==> config.mk <==
export PLATFORM = sky130hd
export DESIGN_NAME = decimal_number_scanner
export DESIGN_NICKNAME = d
export VERILOG_FILES = /design/src/hdl/dns_pkg.sv /design/src/hdl/dns_step.sv /design/src/hdl/decimal_number_scanner.sv
export VERILOG_INCLUDE_DIRS = /design/src /design/src/hdl
export SDC_FILE = /design/constraint.sdc
export NUM_CORES = 1
export LEC_CHECK = 0
export ABC_AREA = 1
export CAP_MARGIN = 0
export CORE_ASPECT_RATIO = 0.75
export CORE_UTILIZATION = 55
export CTS_CLUSTER_SIZE = 28
export DETAILED_ROUTE_END_ITERATION = 8
export DONT_BUFFER_PORTS = 1
export PLACE_DENSITY = 0.84
export RECOVER_POWER = 100
export SLEW_MARGIN = 20
export SYNTH_ARGS = -nofsm -noshare
export SYNTH_HDL_FRONTEND = slang
export SYNTH_SLANG_ARGS = --single-unit
==> constraint.sdc <==
create_clock -name clk_i -period 6.7 [get_ports clk_i]
set_input_delay 0.67 -clock clk_i [delete_from_list [all_inputs] [get_ports clk_i]]
set_output_delay 0.67 -clock clk_i [all_outputs]
set_load 0.02 [all_outputs]
==> src/hdl/decimal_number_scanner_defines.svh <==
// Assertion helpers for the decimal number scanner.
`ifndef DECIMAL_NUMBER_SCANNER_DEFINES_SVH
`define DECIMAL_NUMBER_SCANNER_DEFINES_SVH

`ifndef ASSERT_OFF
`define DNS_ASSERT(name, prop, msg) \
  name: assert property (@(posedge clk_i) disable iff (!rst_ni) prop) else $error(msg);
`define DNS_ASSERT_NEXT(name, ante, cons, msg) \
  name: assert property (@(posedge clk_i) disable iff (!rst_ni) (ante) |=> (cons)) \
    else $error(msg);
`else
`define DNS_ASSERT(name, prop, msg)
`define DNS_ASSERT_NEXT(name, ante, cons, msg)
`endif

`endif

==> src/hdl/dns_pkg.sv <==
package dns_pkg;

  typedef enum logic [2:0] {
    PhLead     = 3'd0,
    PhPostSign = 3'd1,
    PhInt      = 3'd2,
    PhFrac     = 3'd3,
    PhExpSign  = 3'd4,
    PhExpDig   = 3'd5,
    PhDone     = 3'd6
  } phase_e;

  typedef struct packed {
    phase_e      phase;
    logic        minus;
    logic [63:0] accum;
    logic [4:0]  digit_count;
    logic [9:0]  frac_count;
    logic [9:0]  drop_count;
    logic        exp_neg;
    logic [8:0]  exp_accum;
    logic        lost;
  } parse_t;

  typedef struct packed {
    logic        negative;
    logic [63:0] mantissa;
    logic [11:0] dec_exponent;
    logic        precision_lost;
  } result_t;

  localparam logic [4:0] MaxDigits = 5'd19;
  localparam logic [8:0] MaxExp    = 9'd308;
  localparam logic [9:0] CntMax    = 10'd1023;

  localparam logic [7:0] ChTab    = 8'h09;
  localparam logic [7:0] ChSpace  = 8'h20;
  localparam logic [7:0] ChPlus   = 8'h2B;
  localparam logic [7:0] ChMinus  = 8'h2D;
  localparam logic [7:0] ChZero   = 8'h30;
  localparam logic [7:0] ChNine   = 8'h39;
  localparam logic [7:0] ChUpperE = 8'h45;
  localparam logic [7:0] ChLowerE = 8'h65;

  localparam logic [7:0] MarkReset      = 8'h2E;
  localparam logic       RegDecimalMark = 1'b0;

  localparam parse_t ParseReset = '{
    phase: PhLead, minus: 1'b0, accum: 64'd0, digit_count: 5'd0, frac_count: 10'd0,
    drop_count: 10'd0, exp_neg: 1'b0, exp_accum: 9'd0, lost: 1'b0
  };

endpackage

==> src/hdl/dns_step.sv <==
module dns_step (
  input  dns_pkg::parse_t  state_i,
  input  logic [7:0]       char_code_i,
  input  logic [7:0]       decimal_mark_i,
  output dns_pkg::parse_t  state_o,
  output dns_pkg::result_t result_o
);
  import dns_pkg::*;

  function automatic parse_t take_digit(parse_t s, logic [3:0] d, logic frac);
    logic [63:0] acc;
    parse_t      r;
    r   = s;
    acc = {s.accum[60:0], 3'b000} + {s.accum[62:0], 1'b0} + {60'd0, d};
    if (s.digit_count < MaxDigits) begin
      if (frac && (s.frac_count >= CntMax)) begin
        r.lost = 1'b1;
      end else begin
        if (frac) r.frac_count = s.frac_count + 10'd1;
        r.accum = acc;
        if (acc != 64'd0) r.digit_count = s.digit_count + 5'd1;
      end
    end else begin
      r.lost = 1'b1;
      if (!frac && (s.drop_count < CntMax)) r.drop_count = s.drop_count + 10'd1;
    end
    return r;
  endfunction

  logic        is_blank;
  logic        is_digit;
  logic        is_exp_mark;
  logic [3:0]  digit;
  logic [12:0] exp_next;
  logic        done;
  parse_t      st;
  logic signed [12:0] exp_sum;

  assign is_blank    = (char_code_i == ChSpace) || (char_code_i == ChTab);
  assign is_digit    = (char_code_i >= ChZero) && (char_code_i <= ChNine);
  assign is_exp_mark = (char_code_i == ChLowerE) || (char_code_i == ChUpperE);
  assign digit       = 4'(char_code_i - ChZero);
  assign exp_next    = {1'b0, state_i.exp_accum, 3'b000} + {3'b000, state_i.exp_accum, 1'b0}
                     + {9'd0, digit};

  // Phases fall through within one character, as a non-fitting char moves on.
  always_comb begin
    st   = state_i;
    done = 1'b0;
    if (st.phase == PhLead) begin
      if (is_blank) begin
        done = 1'b1;
      end else if (char_code_i == ChMinus) begin
        st.minus = 1'b1;
        st.phase = PhPostSign;
        done     = 1'b1;
      end else if (char_code_i == ChPlus) begin
        st.phase = PhPostSign;
        done     = 1'b1;
      end else begin
        st.phase = PhPostSign;
      end
    end
    if (!done && st.phase == PhPostSign) begin
      if (is_blank) done = 1'b1;
      else st.phase = PhInt;
    end
    if (!done && st.phase == PhInt) begin
      done = 1'b1;
      if (is_digit) st = take_digit(st, digit, 1'b0);
      else if (char_code_i == decimal_mark_i) st.phase = PhFrac;
      else if (is_exp_mark) st.phase = PhExpSign;
      else st.phase = PhDone;
    end
    if (!done && st.phase == PhFrac) begin
      done = 1'b1;
      if (is_digit) st = take_digit(st, digit, 1'b1);
      else if (is_exp_mark) st.phase = PhExpSign;
      else st.phase = PhDone;
    end
    if (!done && st.phase == PhExpSign) begin
      if (char_code_i == ChMinus) begin
        st.exp_neg = 1'b1;
        st.phase   = PhExpDig;
        done       = 1'b1;
      end else if (char_code_i == ChPlus) begin
        st.phase = PhExpDig;
        done     = 1'b1;
      end else begin
        st.phase = PhExpDig;
      end
    end
    if (!done && st.phase == PhExpDig) begin
      if (is_digit) begin
        st.exp_accum = (exp_next > {4'd0, MaxExp}) ? MaxExp : exp_next[8:0];
      end else begin
        st.phase = PhDone;
      end
    end
  end

  always_comb begin
    exp_sum = $signed({3'b000, st.drop_count}) - $signed({3'b000, st.frac_count});
    if (st.exp_neg) exp_sum = exp_sum - $signed({4'd0, st.exp_accum});
    else exp_sum = exp_sum + $signed({4'd0, st.exp_accum});
  end

  assign state_o                 = st;
  assign result_o.negative       = st.minus;
  assign result_o.mantissa       = st.accum;
  assign result_o.dec_exponent   = exp_sum[11:0];
  assign result_o.precision_lost = st.lost;

endmodule

==> src/hdl/decimal_number_scanner.sv <==
// Decimal number scanner: takes number text one character per transfer, is_last
// on the final character, and returns one result (sign, 64-bit decimal mantissa
// of at most 19 significant digits, signed decimal exponent, precision-lost flag)
// for each text. One character per cycle is sustained; the result is registered
// as the last character leaves the input register. The input stalls only while
// a last character waits for a result that has not been taken. The rate is set
// by the parse step, whose longest path is the multiply-by-ten add on the 64-bit
// mantissa accumulator. The decimal mark register (address 0, reset '.') should
// only be written while no text is in flight.
`include "decimal_number_scanner_defines.svh"

module decimal_number_scanner (
  input  logic               clk_i,
  input  logic               rst_ni,
  input  logic               in_valid_i,
  output logic               in_ready_o,
  input  logic [7:0]         char_code_i,
  input  logic               is_last_i,
  output logic               out_valid_o,
  input  logic               out_ready_i,
  output logic               negative_o,
  output logic [63:0]        mantissa_o,
  output logic signed [11:0] dec_exponent_o,
  output logic               precision_lost_o,
  input  logic               psel,
  input  logic               penable,
  input  logic               pwrite,
  input  logic [2:0]         paddr,
  input  logic [31:0]        pwdata,
  output logic [31:0]        prdata,
  output logic               pready
);
  import dns_pkg::*;

  logic       s1_valid_q;
  logic       s1_last_q;
  logic [7:0] s1_char_q;
  logic       proceed;
  logic       out_valid_q;
  logic [7:0] mark_q;
  parse_t     state_q;
  parse_t     state_next;
  result_t    result;
  result_t    result_q;

  dns_step u_step (
    .state_i        (state_q),
    .char_code_i    (s1_char_q),
    .decimal_mark_i (mark_q),
    .state_o        (state_next),
    .result_o       (result)
  );

  // A character without is_last never needs the output slot.
  assign proceed    = s1_valid_q && (!s1_last_q || !out_valid_q || out_ready_i);
  assign in_ready_o = !s1_valid_q || proceed;

  always_ff @(posedge clk_i or negedge rst_ni) begin
    if (!rst_ni) begin
      s1_valid_q <= 1'b0;
      s1_last_q  <= 1'b0;
    end else if (in_ready_o) begin
      s1_valid_q <= in_valid_i;
      s1_last_q  <= is_last_i;
    end
  end

  always_ff @(posedge clk_i) begin
    if (in_ready_o && in_valid_i) s1_char_q <= char_code_i;
  end

  always_ff @(posedge clk_i or negedge rst_ni) begin
    if (!rst_ni) begin
      state_q     <= ParseReset;
      out_valid_q <= 1'b0;
    end else begin
      if (proceed) state_q <= s1_last_q ? ParseReset : state_next;
      if (proceed && s1_last_q) out_valid_q <= 1'b1;
      else if (out_ready_i) out_valid_q <= 1'b0;
    end
  end

  always_ff @(posedge clk_i) begin
    if (proceed && s1_last_q) result_q <= result;
  end

  // Config port
  always_ff @(posedge clk_i or negedge rst_ni) begin
    if (!rst_ni) begin
      mark_q <= MarkReset;
    end else if (psel && penable && pwrite && pready && (paddr[2] == RegDecimalMark)) begin
      mark_q <= pwdata[7:0];
    end
  end

  assign pready = 1'b1;
  assign prdata = (paddr[2] == RegDecimalMark) ? {24'd0, mark_q} : 32'd0;

  assign out_valid_o      = out_valid_q;
  assign negative_o       = result_q.negative;
  assign mantissa_o       = result_q.mantissa;
  assign dec_exponent_o   = $signed(result_q.dec_exponent);
  assign precision_lost_o = result_q.precision_lost;

  `DNS_ASSERT(a_result_from_last, $rose(out_valid_q) |-> $past(proceed && s1_last_q), "result without last character")
  `DNS_ASSERT_NEXT(a_clear_after_last, proceed && s1_last_q, state_q.phase == PhLead && state_q.accum == 64'd0 && out_valid_q, "parse state not cleared after result")
  `DNS_ASSERT(a_digit_bound, state_q.digit_count <= MaxDigits, "digit count beyond limit")
  `DNS_ASSERT(a_exp_bound, state_q.exp_accum <= MaxExp, "exponent beyond clamp")
  `DNS_ASSERT(a_stall_cause, !in_ready_o |-> (s1_valid_q && s1_last_q && out_valid_q && !out_ready_i), "input stalled without full output")

endmodule

Yosys cells after proc, flatten, opt, wreduce, memory -nomap -nowiden
Index checks and enable logic that the tools add are counted.
{"block": "word_totals", "output_inout_bits": 113, "register_bits": 201, "word_cells": 128, "inputBits": 51}
{"block": "classes", "order_cmp": 7, "bitwise": 1, "n_eq_ne": 12, "muxes": 47, "add_sub_neg": 14, "n_reduce_logical": 29}
{"op": "104-bit 2-to-1 mux", "count": 3}
{"op": "100-bit 2-to-1 mux", "count": 2}
{"op": "79-bit 2-to-1 mux", "count": 2}
{"op": "64-bit by 4-bit adder with 64-bit output", "count": 2}
{"op": "64-bit adder", "count": 2}
{"op": "64-bit nonzero test", "count": 2}
{"op": "69-bit 2-to-1 mux", "count": 1}
{"op": "9-bit 2-to-1 mux", "count": 3}
{"op": "8-bit by 6-bit == test with 1-bit output, second input constant", "count": 3}
{"op": "3-bit 2-to-1 mux", "count": 8}
{"op": "10-bit by 1-bit adder with 10-bit output, second input constant", "count": 2}
{"op": "10-bit 2-to-1 mux", "count": 2}
{"op": "1-bit 2-to-1 mux", "count": 19}
{"op": "8-bit by 7-bit == test with 1-bit output, second input constant", "count": 2}
{"op": "12-bit by 10-bit adder with 13-bit output", "count": 1}
{"op": "13-bit by 4-bit adder with 13-bit output", "count": 1}
{"op": "13-bit by 9-bit greater-than comparator with 1-bit output, second input constant", "count": 1}
{"op": "12-bit by 10-bit adder with 12-bit output", "count": 1}
{"op": "1-bit logical AND", "count": 12}
{"op": "12-bit 2-to-1 mux", "count": 1}
{"op": "12-bit by 10-bit subtractor with 12-bit output", "count": 1}
{"op": "10-bit by 10-bit subtractor with 11-bit output", "count": 1}
{"op": "5-bit by 1-bit adder with 5-bit output, second input constant", "count": 2}
{"op": "10-bit >= comparator, second input constant", "count": 1}
{"op": "19 further kinds", "count": 35}

Depth between registers and ports, before layout
{"block": "depth", "depth_word": 27, "ltp_mapped": 51, "ltp_nobuf": 49}

Cells and area by module
From an unflattened synthesis, not the netlist that was laid out.
{"block": "hier_totals", "cells_unflattened": 3538, "area_unflattened_um2": 23018.3}
{"mod": "dns_step", "n_inst": 1, "cells_each": 2915, "seq_area_each_um2": 0.0, "area_per_inst_um2": 15823.9}
{"mod": "decimal_number_scanner", "n_inst": 1, "cells_each": 623, "seq_area_each_um2": 5465.2, "area_per_inst_um2": 7194.4}

Worst setup path before layout
OpenSTA, ideal clock, no wires.
{"block": "synth_path", "kind": "register to register", "from": "register s1_char_q[3]", "to": "register result_q (netlist bit dec_exponent_o[11]), data pin", "path_slack_ps": -16, "setup_time_ps": 262, "required_time_ps": 6438, "path_buffers": 2, "arrival_time_ps": 6454, "stages_incl_launch_ff": 49, "period_less_slack_ps": 6716, "cell_sequence": "edfxtp_1 -> fa_1 -> inv_1 -> fa_1 -> inv_1 -> nand3_1 -> nand3_1 -> nand2_1 -> nand2_2 -> nand2_1 -> nand2_1 -> nand2_1 -> nand2_1 -> nand2_1 -> nand3_1 -> nand2_1 -> nor2_1 -> nand4_1 -> (+13 left out) -> inv_1 -> fa_1 -> xor2_1 -> ha_1 -> a21oi_1 -> and2_1 -> inv_1 -> a21oi_1 -> nor2_1 -> o21ai_0 -> nand2_1 -> a21oi_1 -> o21ai_0 -> a21oi_1 -> nor2_1 -> nor2_1 -> xnor2_1 -> xor2_1"}
{"item": "from (decl)", "line_no": "decimal_number_scanner.sv:37", "source": "logic [7:0] s1_char_q;"}
{"item": "from (signal assigned)", "line_no": "decimal_number_scanner.sv:69", "source": "if (in_ready_o && in_valid_i) s1_char_q <= char_code_i;"}
{"item": "to (signal assigned)", "line_no": "decimal_number_scanner.sv:84", "source": "if (proceed && s1_last_q) result_q <= result;"}
{"item": "to (decl)", "line_no": "decimal_number_scanner.sv:44", "source": "result_t result_q;"}

==> out/results.ini <==
[timing]
fmax_ghz=0.146
hold_viol=0
layout_min_cycle_time_ns=6.86
finClkSkew_ns=0.0196
worst_slew_pin_slew_ns=5.70
finalMaxSlewViolations=262
grt_setup_unrepaired=yes
finalCritPeriodShare=1.02
worst_slack_ns=-0.163
maxSlewHeadroom=-2.80
setup_viol=3

[power]
clkPwrFrac=0.331
max-vdd-ir-drop_mv=0.177
p_seq_frac=0.407
p_comb_frac=0.262
netSwitchingPower_w=0.00124
p_int_w=0.00244
leakage_nw=14.6
powerDensity_nw_per_um2=137
swShare=0.337

[drt]
drtPass1Iterations=7
wl_um=77500
drt_iter0_markers=2698
wl_per_cell_um=18.0
dr_total_vias=24200
drc=0
final_antenna_net_count=0
vias_per_cell=5.62

[clock_tree]
worst_skew_pair.late_latency_ns=0.55
htree_levels=1
cts_made_buffers=21
cts.sinks=201
cts_root_buf=clkbuf_16
clockBufferDepth=3
cts_tree=built
clk_pin_slew_worst_paths_ns=0.07

[global_route]
antenna_found_initial=0
globalRouteMet3Util=0.0725
grt_usage=0.348
grt_use_met2=0.522
grt_pass1_vias=21600
top_usage_layer=met2
grt_max_degree=112
grt_overflow=0
globalRouteMet1Util=0.498
grt_pass1_wl_um=116000

[synthesis]
ys_types=61
seq_area_frac_synth=0.237
synthFlopType=dfrtp_1
syn_inst=3487
synth-edff-count=86
async_flop_share=0.572
synth_area_um2=23100
syn_area_per_cell_um2=6.61
synth-seq-cells=201
synth_warnings=0

[layout]
fin_cells=4304
num-nets-final=4075
diodes=0
final_area_um2=27000
fin_util=0.656
fillers=3609
drive_above_1_share=0.160
area_growth_pct=16.9

[job]
cap_violations=5

[place]
io_buffers=0
placed_area_um2=25200
gp_congestion=1.04
dp_hpwl_um=60400
post-place-ws_ns=-0.507
place_inst=4242

[critical_path]
worstSetupEndpointType=flip-flop
arrival_ns=7.15
required_ns=6.99
path_class=reg -> reg
critPathMaxFanout=7
cp_top_family=simple AND/OR/NAND/NOR gates
setup.worst_path.start=s1_char_q[3]$_DFFE_PP_
start_kind=flip-flop
cpPeakStageDelay_ns=0.60
cp_common_cell=nand2_2
r2r_start=s1_char_q[3]$_DFFE_PP_
critical_path_buf_inv_count=7
cp_slowest_cell=fa_1

[die]
die_x_um=238
chipHeight_um=179
initial_core_util=0.561
io_pins=164
die-area_um2=42800
row_count=64
core_um2=41100

[status]
violations=max-capacitance violations, max-slew violations, negative setup slack
status=finished, violations left

[hold_path]
hold_path.class=in -> reg
hp-start=char_code_i[3]

-- cell families (layout without fill, tap and decap cells) --
logic type      after synthesis  in the layout  synth area share
buf+inv                     610            843             0.109
simple gates               1716           1716             0.308
other cells                   2             25          0.000326
xor+xnor                    121            121            0.0463
mux                           1              1          0.000434
compound gates              541            541             0.136
fa+ha+maj                   295            295             0.163
flops                       201            201             0.237
-- path summary, 6_finish.rpt --
kind / slack (ns) / cells after the start / endpoint
worst max register to register: -0.16 / 47 / dec_exponent_o[10]$_DFFE_PP_
min in group asynchronous: 1.02 / 1 / mark_q[3]$_DFFE_PN1P_
worst min register to register: 0.49 / 2 / state_q[99]$_DFFE_PN0P_
worst max-delay path: -0.16 / 47 / dec_exponent_o[10]$_DFFE_PP_
max in group asynchronous: 1.00 / 1 / state_q[97]$_DFFE_PN0P_
worst min-delay path: 0.22 / 0 / s1_char_q[3]$_DFFE_PP_
-- power groups by stage --
| stage | registers [W] | clock network, W | logic (W) |
|---|---|---|---|
| after floorplan | 0.00151 | 0 | 0.000551 |
| after global placement | 0.00152 | 0 | 0.000782 |
| after detailed placement | 0.00152 | 0 | 0.000810 |
| after CTS | 0.00150 | 0.00122 | 0.000854 |
| after global routing | 0.00151 | 0.00127 | 0.00104 |
| final | 0.00150 | 0.00122 | 0.000964 |
-- registers in the layout, indices dropped and copies added (netlist names) --
name and count:
negative_o 1, s1_char_q 8, out_valid_o 1, precision_lost_o 1
s1_last_q 1, dec_exponent_o 12, mantissa_o 64, mark_q 8
state_q 104, s1_valid_q 1
-- cell usage in the layout, fill, tap and decap left out, drive strengths merged, types with 2 or more instances in the layout --
| cell | n |
|---|---|
| a211oi | 4 |
| a21boi | 10 |
| a21o | 9 |
| a21oi | 174 |
| a221oi | 2 |
| a31oi | 18 |
| and2 | 4 |
| buf | 268 |
| bufinv | 2 |
| clkbuf | 28 |
| clkinv | 14 |
| clkinvlp | 4 |
| conb | 25 |
| dfrtp | 111 |
| dfstp | 4 |
| edfxtp | 86 |
| fa | 8 |
| ha | 287 |
| inv | 525 |
| nand2 | 1107 |
| nand3 | 161 |
| nand3b | 16 |
| nand4 | 60 |
| nor2 | 327 |
| nor3 | 30 |
| nor4 | 9 |
| o211ai | 4 |
| o21a | 10 |
| o21ai | 262 |
| o21bai | 22 |
| o221ai | 2 |
| o22ai | 17 |
| xnor2 | 47 |
| xor2 | 74 |
-- metal layers --
metal	vias up	part of all wire	routed length [µm]
met5	-	0	0
met4	0	0.036	2780
met3	168	0.11	8460
met2	1222	0.42	32700
met1	11000	0.43	33600
li1	11800	-	-
-- Yosys cell counts, types with 10 or more instances --
cell type	n	share of area
o21bai_1	22	0.0072
clkbuf_1	37	0.0060
nand2_1	1091	0.18
nor2_2	19	0.0052
xor2_1	73	0.028
nor2_1	306	0.050
edfxtp_1	86	0.11
inv_1	500	0.081
inv_2	24	0.0039
o21ai_1	38	0.0082
a31oi_1	18	0.0049
nor3_1	29	0.0063
nand3b_1	16	0.0052
dfrtp_1	111	0.12
ha_1	287	0.16
nand3_1	154	0.033
a21oi_1	171	0.037
nand4_1	59	0.016
o21ai_2	44	0.017
nand2_2	13	0.0035
buf_4	26	0.0085
o21ai_0	180	0.039
xnor2_1	47	0.018
o22ai_1	17	0.0046
o21a_1	10	0.0033
-- cell type report --
class	count	area, µm²	share of cell area
clock buffer	21	526	0.0195
clock inverter	16	161	0.00599
inverter	529	1990	0.0738
multi-input combinational	2699	15900	0.591
sequential	201	5470	0.203
tap	561	702	0.0260
timing repair buffer	277	2170	0.0807
-- through the flow --
stage / TNS [ns] / power [W] / hold slack (ns)
4_1_cts: -0.0958 / 0.00357 / 0.111
5_1_grt: -1.68 / 0.00382 / 0.209
3_5_place_dp: -1.39 / 0.00233 / 0.381
3_3_place_gp: -0.364 / 0.00230 / 0.381
6_report: -0.435 / 0.00368 / 0.216
2_1_floorplan: 0 / 0.00206 / 0.374
-- what timing repair did --
item / CTS / global route
gates resized for setup: 25 / 230
endpoints found under the setup margin: 7 / 11
buffers inserted: 3 / 21
cloned: 0 / 2
hold endpoints to repair: 111 / 0
hold buffers: 2 / 0
pin swaps: 18 / 67
Power figures use the tool's default switching activity.
